**config.mk**
```make
export PLATFORM = sky130hd
export DESIGN_NAME = pmsc_ctrl
export DESIGN_NICKNAME = d
export VERILOG_FILES = /design/src/pmsc_pkg.sv /design/src/pmsc_ctrl.sv
export VERILOG_INCLUDE_DIRS = /design/src /design/src/src
export SDC_FILE = /design/constraint.sdc
export NUM_CORES = 1
export LEC_CHECK = 0
export ABC_AREA = 1
export BUFFER_PORTS_ARGS = -buffer_cell sky130_fd_sc_hd__buf_2
export CAP_MARGIN = 5
export CELL_PAD_IN_SITES_DETAIL_PLACEMENT = 0
export CELL_PAD_IN_SITES_GLOBAL_PLACEMENT = 1
export CORE_MARGIN = 1.5
export CORE_UTILIZATION = 29
export CTS_CLUSTER_SIZE = 20
export DETAILED_ROUTE_END_ITERATION = 10
export HOLD_SLACK_MARGIN = 0.12
export PLACE_DENSITY_LB_ADDON = 0.1
export SETUP_SLACK_MARGIN = 0.1
export SLEW_MARGIN = 20
export SYNTH_ARGS = -nofsm -noshare
export SYNTH_HDL_FRONTEND = slang
export SYNTH_SLANG_ARGS = --single-unit
```
**constraint.sdc**
```tcl
create_clock -name clk -period 1.8 [get_ports clk]
set_input_delay 0.36 -clock clk [delete_from_list [all_inputs] [get_ports clk]]
set_output_delay 0.36 -clock clk [all_outputs]
set_load 0.1 [all_outputs]
```
**src/pixel_mask_sprite_collision_macros.svh**
```systemverilog
// assertion macros for the sprite collision block
// used by the controller and datapath files, no other dependencies
`ifndef PIXEL_MASK_SPRITE_COLLISION_MACROS_SVH
`define PIXEL_MASK_SPRITE_COLLISION_MACROS_SVH

`ifndef SYNTHESIS
// checked property, skipped while reset is high
`define PMSC_ASSERT(lbl, clk, rst, prop) \
  lbl: assert property (@(posedge clk) disable iff (rst) prop) \
    else $error("pmsc check failed");
// checked property, also checked during reset
`define PMSC_ASSERT_ALWAYS(lbl, clk, prop) \
  lbl: assert property (@(posedge clk) prop) \
    else $error("pmsc check failed");
`else
`define PMSC_ASSERT(lbl, clk, rst, prop)
`define PMSC_ASSERT_ALWAYS(lbl, clk, prop)
`endif

`endif

```
**src/pmsc_pkg.sv**
```systemverilog
// shared types and constants for the sprite collision block
// no dependencies
package pmsc_pkg;

  localparam int COORD_W = 18;   // signed screen coordinate after origin subtract
  localparam int IN_DATA_W = 88;
  localparam int IN_USER_W = 2;
  localparam int OUT_DATA_W = 8;
  localparam int CFG_IDX_W = 4;
  localparam int CFG_DATA_W = 8;

  // register indexes
  localparam logic [CFG_IDX_W-1:0] REG_WIDTH_A    = 4'd0;
  localparam logic [CFG_IDX_W-1:0] REG_HEIGHT_A   = 4'd1;
  localparam logic [CFG_IDX_W-1:0] REG_ORIGIN_A_X = 4'd2;
  localparam logic [CFG_IDX_W-1:0] REG_ORIGIN_A_Y = 4'd3;
  localparam logic [CFG_IDX_W-1:0] REG_WIDTH_B    = 4'd4;
  localparam logic [CFG_IDX_W-1:0] REG_HEIGHT_B   = 4'd5;
  localparam logic [CFG_IDX_W-1:0] REG_ORIGIN_B_X = 4'd6;
  localparam logic [CFG_IDX_W-1:0] REG_ORIGIN_B_Y = 4'd7;

  // operation codes
  localparam logic OP_LOAD = 1'b0;
  localparam logic OP_TEST = 1'b1;

  // sprite select codes
  localparam logic SEL_A = 1'b0;
  localparam logic SEL_B = 1'b1;

  typedef struct packed {
    logic capture;
    logic load_rd;
    logic load_wr;
    logic calc1;
    logic calc2;
    logic calc3;
    logic calc4;
    logic scan_rd;
    logic out_load;
  } cmd_t;

  typedef struct packed {
    logic overlap;
    logic scan_last;
  } status_t;

endpackage

```
**src/pmsc_ctrl.sv**
```systemverilog
// controller state machine: sequences loads, box math and the row scan
// depends on pmsc_pkg and the assertion macro header
`include "pixel_mask_sprite_collision_macros.svh"

module pmsc_ctrl (
  input  logic              clk,
  input  logic              rst,
  input  logic              in_valid,
  input  logic              in_op,
  output logic              in_ready,
  output logic              out_valid,
  input  logic              out_ready,
  input  pmsc_pkg::status_t status,
  output pmsc_pkg::cmd_t    cmd
);

  typedef enum logic [3:0] {
    S_IDLE,
    S_LD_RD,
    S_LD_WR,
    S_CALC1,
    S_CALC2,
    S_CALC3,
    S_CALC4,
    S_SCAN,
    S_FLUSH,
    S_DONE
  } state_t;

  state_t state;
  logic   out_free;

  assign out_free = !out_valid || out_ready;
  assign in_ready = (state == S_IDLE);

  always_comb begin
    cmd          = '0;
    cmd.capture  = in_ready && in_valid;
    cmd.load_rd  = (state == S_LD_RD);
    cmd.load_wr  = (state == S_LD_WR);
    cmd.calc1    = (state == S_CALC1);
    cmd.calc2    = (state == S_CALC2);
    cmd.calc3    = (state == S_CALC3);
    cmd.calc4    = (state == S_CALC4);
    cmd.scan_rd  = (state == S_SCAN);
    cmd.out_load = (state == S_DONE) && out_free;
  end

  always_ff @(posedge clk) begin
    if (rst) begin
      state     <= S_IDLE;
      out_valid <= 1'b0;
    end else begin
      if (cmd.out_load) begin
        out_valid <= 1'b1;
      end else if (out_ready) begin
        out_valid <= 1'b0;
      end
      unique case (state)
        S_IDLE: begin
          if (in_valid) begin
            state <= (in_op == pmsc_pkg::OP_TEST) ? S_CALC1 : S_LD_RD;
          end
        end
        S_LD_RD: state <= S_LD_WR;
        S_LD_WR: state <= S_IDLE;
        S_CALC1: state <= S_CALC2;
        S_CALC2: state <= S_CALC3;
        S_CALC3: state <= S_CALC4;
        S_CALC4: state <= status.overlap ? S_SCAN : S_DONE;
        S_SCAN: begin
          if (status.scan_last) begin
            state <= S_FLUSH;
          end
        end
        // last row's data is evaluated here
        S_FLUSH: state <= S_DONE;
        S_DONE: begin
          if (out_free) begin
            state <= S_IDLE;
          end
        end
        default: state <= S_IDLE;
      endcase
    end
  end

  `PMSC_ASSERT(a_done_presents, clk, rst, cmd.out_load |=> out_valid)
  `PMSC_ASSERT(a_result_from_done, clk, rst, $rose(out_valid) |-> $past(state) == S_DONE)
  `PMSC_ASSERT_ALWAYS(a_no_result_in_reset, clk, rst |=> !out_valid)

endmodule

```
* Word-level counts from Yosys, hierarchy flattened
Index checks and enable logic that the tools add are counted.
** Word-level totals
- Register bits :: 5
- Input bits :: 7
- Output and inout bits :: 11
- Logic and storage cells :: 29
** Cells by class
- Equal/unequal tests :: 12
- Multiplexer cells :: 8
- Reduce and logical (&&, ||, !) cells :: 7
** Operators by type and width (count)
- 4-bit one-hot mux with 9 select lines :: 1
- 4-bit by 3-bit equality test with 1-bit output, second input constant :: 4
- 4-bit two-way mux :: 4
- 4-bit by 2-bit equality test with 1-bit output, second input constant :: 2
- 4-bit equality test, second input constant :: 2
- 2-bit inequality test, second input constant :: 3
- 4-bit by 1-bit equality test with 1-bit output, second input constant :: 1
- 4-bit zero test :: 1
- 3-bit AND reduction :: 1
- 1-bit logical AND :: 2
- 1-bit two-way mux :: 2
- 2-bit two-way mux :: 1
- 2-bit nonzero test :: 1
- 1-bit zero test :: 1
- 1-bit logical OR :: 1

* Depth between registers and ports, before layout
- Word-level depth :: 4
- Depth in mapped cells :: 8

* Worst setup path after synthesis
No wires, ideal clock.
- Kind :: flip-flop to output port
- Start point :: register state[3]
- End point :: output port cmd[6] (netlist bit)
- Data arrival time :: 2.659 ns
- Required time :: 1.440 ns
- Slack :: -1.219 ns
- Stages on the path, launching flop included :: 4
- Path through :: dfxtp_1 nor2_2 inv_1 nor3_1
** RTL lines
- from (decl) :: RTL line pmsc_ctrl.sv:30 : state_t state;
- from (signal assigned) :: RTL line pmsc_ctrl.sv:62 : state <= (in_op == pmsc_pkg::OP_TEST) ? S_CALC1 : S_LD_RD;
- from (signal assigned) :: RTL line pmsc_ctrl.sv:70 : S_CALC4: state <= status.overlap ? S_SCAN : S_DONE;
- to (decl) :: RTL line pmsc_ctrl.sv:14 : output pmsc_pkg::cmd_t cmd

==> flow_summary.json <==
{
  "port_buf_inserts": 17,
  "finish.utilization_pct": 62.9,
  "grt_antenna_before_repair": 0,
  "report.final.slew_viol_count": 0,
  "post_synth_instance_area_sq_um": 385,
  "worstRegToRegCells": 7,
  "timing.setup.critical_path_class": "reg -> out",
  "total_leakage_power_nw": 0.348,
  "number_of_synthesized_flops_with_an_enable_pin": 0,
  "vdd_drop_max_mv": 0.857,
  "min_to": "out_valid$_SDFFE_PP0P_",
  "post_placement_setup_slack_ns": 0.325,
  "relSlewSlack_pct": 68.1,
  "postLayoutSetupSlackWorst_ns": 0.160,
  "total_wirelength_of_the_detailed_routed_design_um": 1020,
  "report.final.hold_viol_count": 0,
  "gr-max-usage-layer": "met2",
  "post_cts_buffers": 0,
  "final_period_minus_worst_setup_slack_ns": 1.64,
  "fmax_mhz": 610,
  "final_cell_count_no_fill": 100,
  "die_area_sq_mm": 0.00156,
  "finClkSkew_ns": 0.000867,
  "cts_made_buffers": 3,
  "ys_seq_area_share_pct": 26.0,
  "floorplan.core_area_sq_mm": 0.00117,
  "p_sw_share_pct": 52.0,
  "place_hpwl_um": 853,
  "yosys_register_bits": 5,
  "worstSkewPairLatency_ns": 0.25,
  "powerDensity_mw_per_mm2": 1050,
  "tritoncts": "done",
  "synth_warnings": 0,
  "p_sw_uw": 401,
  "layout_worst_path_cycle_share_pct": 91.1,
  "drtIter0Drc": 10,
  "ys.flop_type": "dfxtp_1",
  "sequential_cell_area_sq_um": 111,
  "timing.hold.worst.class": "in -> reg",
  "globalRoute.totalOverflow": 0,
  "routedWlPerCell_um": 10.2,
  "critical_path.startpoint_type": "flip-flop",
  "initial_core_util_pct": 32.9,
  "critPathCaptureType": "primary output",
  "yosys.area.top_type_share_pct": 26.0,
  "grt_use_met3_pct": 5.68,
  "run_status": "finished, final reports clean",
  "cts.path.max_buffers": 2,
  "worst_r2r_startpoint": "state[0]$_SDFFE_PP0P_",
  "grt_start_max_net_pins": 7,
  "place.gp.congestion": 0.816,
  "dominant_cell_type_by_area_after_synthesis": "dfxtp_1",
  "crit_arrival_ns": 1.28,
  "seq_power_share_pct": 19.7,
  "final_nets": 94,
  "vias": 486,
  "grtUsageMet1_pct": 20.2,
  "avgSynthCellArea_sq_um": 5.93,
  "netlist_top_cells_area": "dfxtp_1, inv_1, nand2_1",
  "timing.critical_path.fanout_max": 6,
  "use_met2_pct": 28.3,
  "r2r-end": "state[3]$_SDFFE_PP0P_",
  "design.portCount": 18,
  "die_width_um": 39.5,
  "clk_pin_slew_ns": 0.05,
  "worst_hold_path.num_cells": 2,
  "antenna_violating_nets_post_route": 0,
  "grt_pass1_wl_um": 1760,
  "worst-endpoint-required_ns": 1.44,
  "cts-root-buf": "clkbuf_4",
  "fp.dieH_um": 39.5,
  "rsz0062_at_grt": "true",
  "postSynthNetCount": 72,
  "comb_power_share_pct": 62.3,
  "track_usage_pct": 17.3,
  "drc_errors": 0,
  "max_cap_violations": 0,
  "dpl.cell_count": 96,
  "synth-async-reset-ratio_pct": 0,
  "reg2reg_slack_ns": 0.58,
  "synth_common_cells": "inv_1, nand2_1, nor2_1",
  "clock_tree.htree_level_count": 1,
  "multi_input_comb_area_sq_um": 284,
  "drive_above_1_share_pct": 53.5,
  "p_int_uw": 370,
  "first_global_vias": 424,
  "route.detailed.vias_per_inst": 4.86,
  "timing.hold.worst.start": "rst",
  "num-fill-cells": 108,
  "drt_pre_antenna_iters": 4,
  "fp-row-count": 12,
  "holdBufCountCts": 0,
  "antenna_cells": 0,
  "area_growth_syn_to_layout_pct": 91.2,
  "clkSinkCount": 5,
  "power_frac_clock_pct": 18.1,
  "timing.final.setup_violations": 0,
  "ys_types": 15,
  "timing_worst_slew_pin_value_ns": 0.483,
  "final.setup.tns_ns": 0,
  "syn-instance-count": 65
}
==> per-stage QoR <==
step                      area [sq um]  hold WS [ns]  total power [mW]
final                              737         0.320             0.771
after global routing               737         0.320             0.803
after CTS                          729         0.315             0.769
after detailed placement           699         0.579             0.627
after global placement             699         0.576             0.627
after floorplan                    447         0.417             0.476
==> sequential cells by signal (all words and copies together), names as in the netlist <==
name       flops
state          4
out_valid      1
==> cell usage in the layout (no fill, tap or decap) <==
master | Yosys | layout
nand2_1 | 11 | 10
buf_12 | 0 | 10
inv_1 | 11 | 9
nor2_1 | 11 | 7
buf_2 | 0 | 7
inv_2 | 5 | 6
nand3_1 | 6 | 6
nor2_2 | 3 | 4
nor2_4 | 1 | 4
a21oi_1 | 4 | 4
clkbuf_4 | 0 | 3
dfxtp_2 | 0 | 3
nand2_4 | 2 | 2
nor3_4 | 0 | 2
dfxtp_4 | 0 | 2
inv_4 | 0 | 1
nand2_2 | 0 | 1
nor4_4 | 0 | 1
o21ai_0 | 1 | 1
o211ai_1 | 1 | 1
o21ai_1 | 1 | 1
clkbuf_1 | 0 | 1
==> layout make-up <==
class | instances | area share [%]
repair buffers | 17 | 31.9
well taps | 14 | 2.38
clock buffers | 4 | 3.57
multi-input cells | 44 | 38.5
flip-flops and latches | 5 | 15.1
inverters | 16 | 8.49
==> how the worst max path moves through the flow <==
stage	slack, ns	startpoint	endpoint	cells after the start
after floorplan	-0.19	out_valid$_SDFFE_PP0P_	cmd[0]	3
after global placement	0.36	state[0]$_SDFFE_PP0P_	cmd[3]	5
after detailed placement	0.33	state[1]$_SDFFE_PP0P_	cmd[2]	5
after CTS	0.10	state[0]$_SDFFE_PP0P_	cmd[3]	5
after global routing	0.1	state[0]$_SDFFE_PP0P_	cmd[3]	5
final	0.16	state[0]$_SDFFE_PP0P_	cmd[3]	5
==> timing repair <==
item / 4_1_cts / 5_1_grt
setup endpoints to repair: 3 / 3
pin swaps: 1 / 1
gates resized for setup: 2 / 3
==> per-layer routing <==
layer	vias to the layer above	wire length [um]
met4	0	21
met3	2	51
met5	-	0
li1	246	-
met1	217	448
met2	21	500
==> kinds of logic (layout without fill, tap and decap cells) <==
logic type,Yosys count,after routing,synth area share [%]
simple gates,37,37,48.7
buf+inv,16,37,15.6
compound gates,7,7,9.74
flops,5,5,26.0
==> power by group through the flow <==
stage | Clock, mW | Sequential, mW | Combinational, mW
floorplan | 0 | 0.145 | 0.331
global placement | 0 | 0.149 | 0.479
detailed placement | 0 | 0.149 | 0.478
CTS | 0.141 | 0.148 | 0.480
global route | 0.146 | 0.154 | 0.503
finish | 0.139 | 0.152 | 0.480
==> critical path: stages (launching register included) <==
cell and delay [ns]:
dfxtp_4 0.40, inv_4 0.07, nor2_1 0.14, nand2_1 0.11, inv_1 0.11, buf_12 0.18
Note: power is estimated with default switching activity, not from simulation.
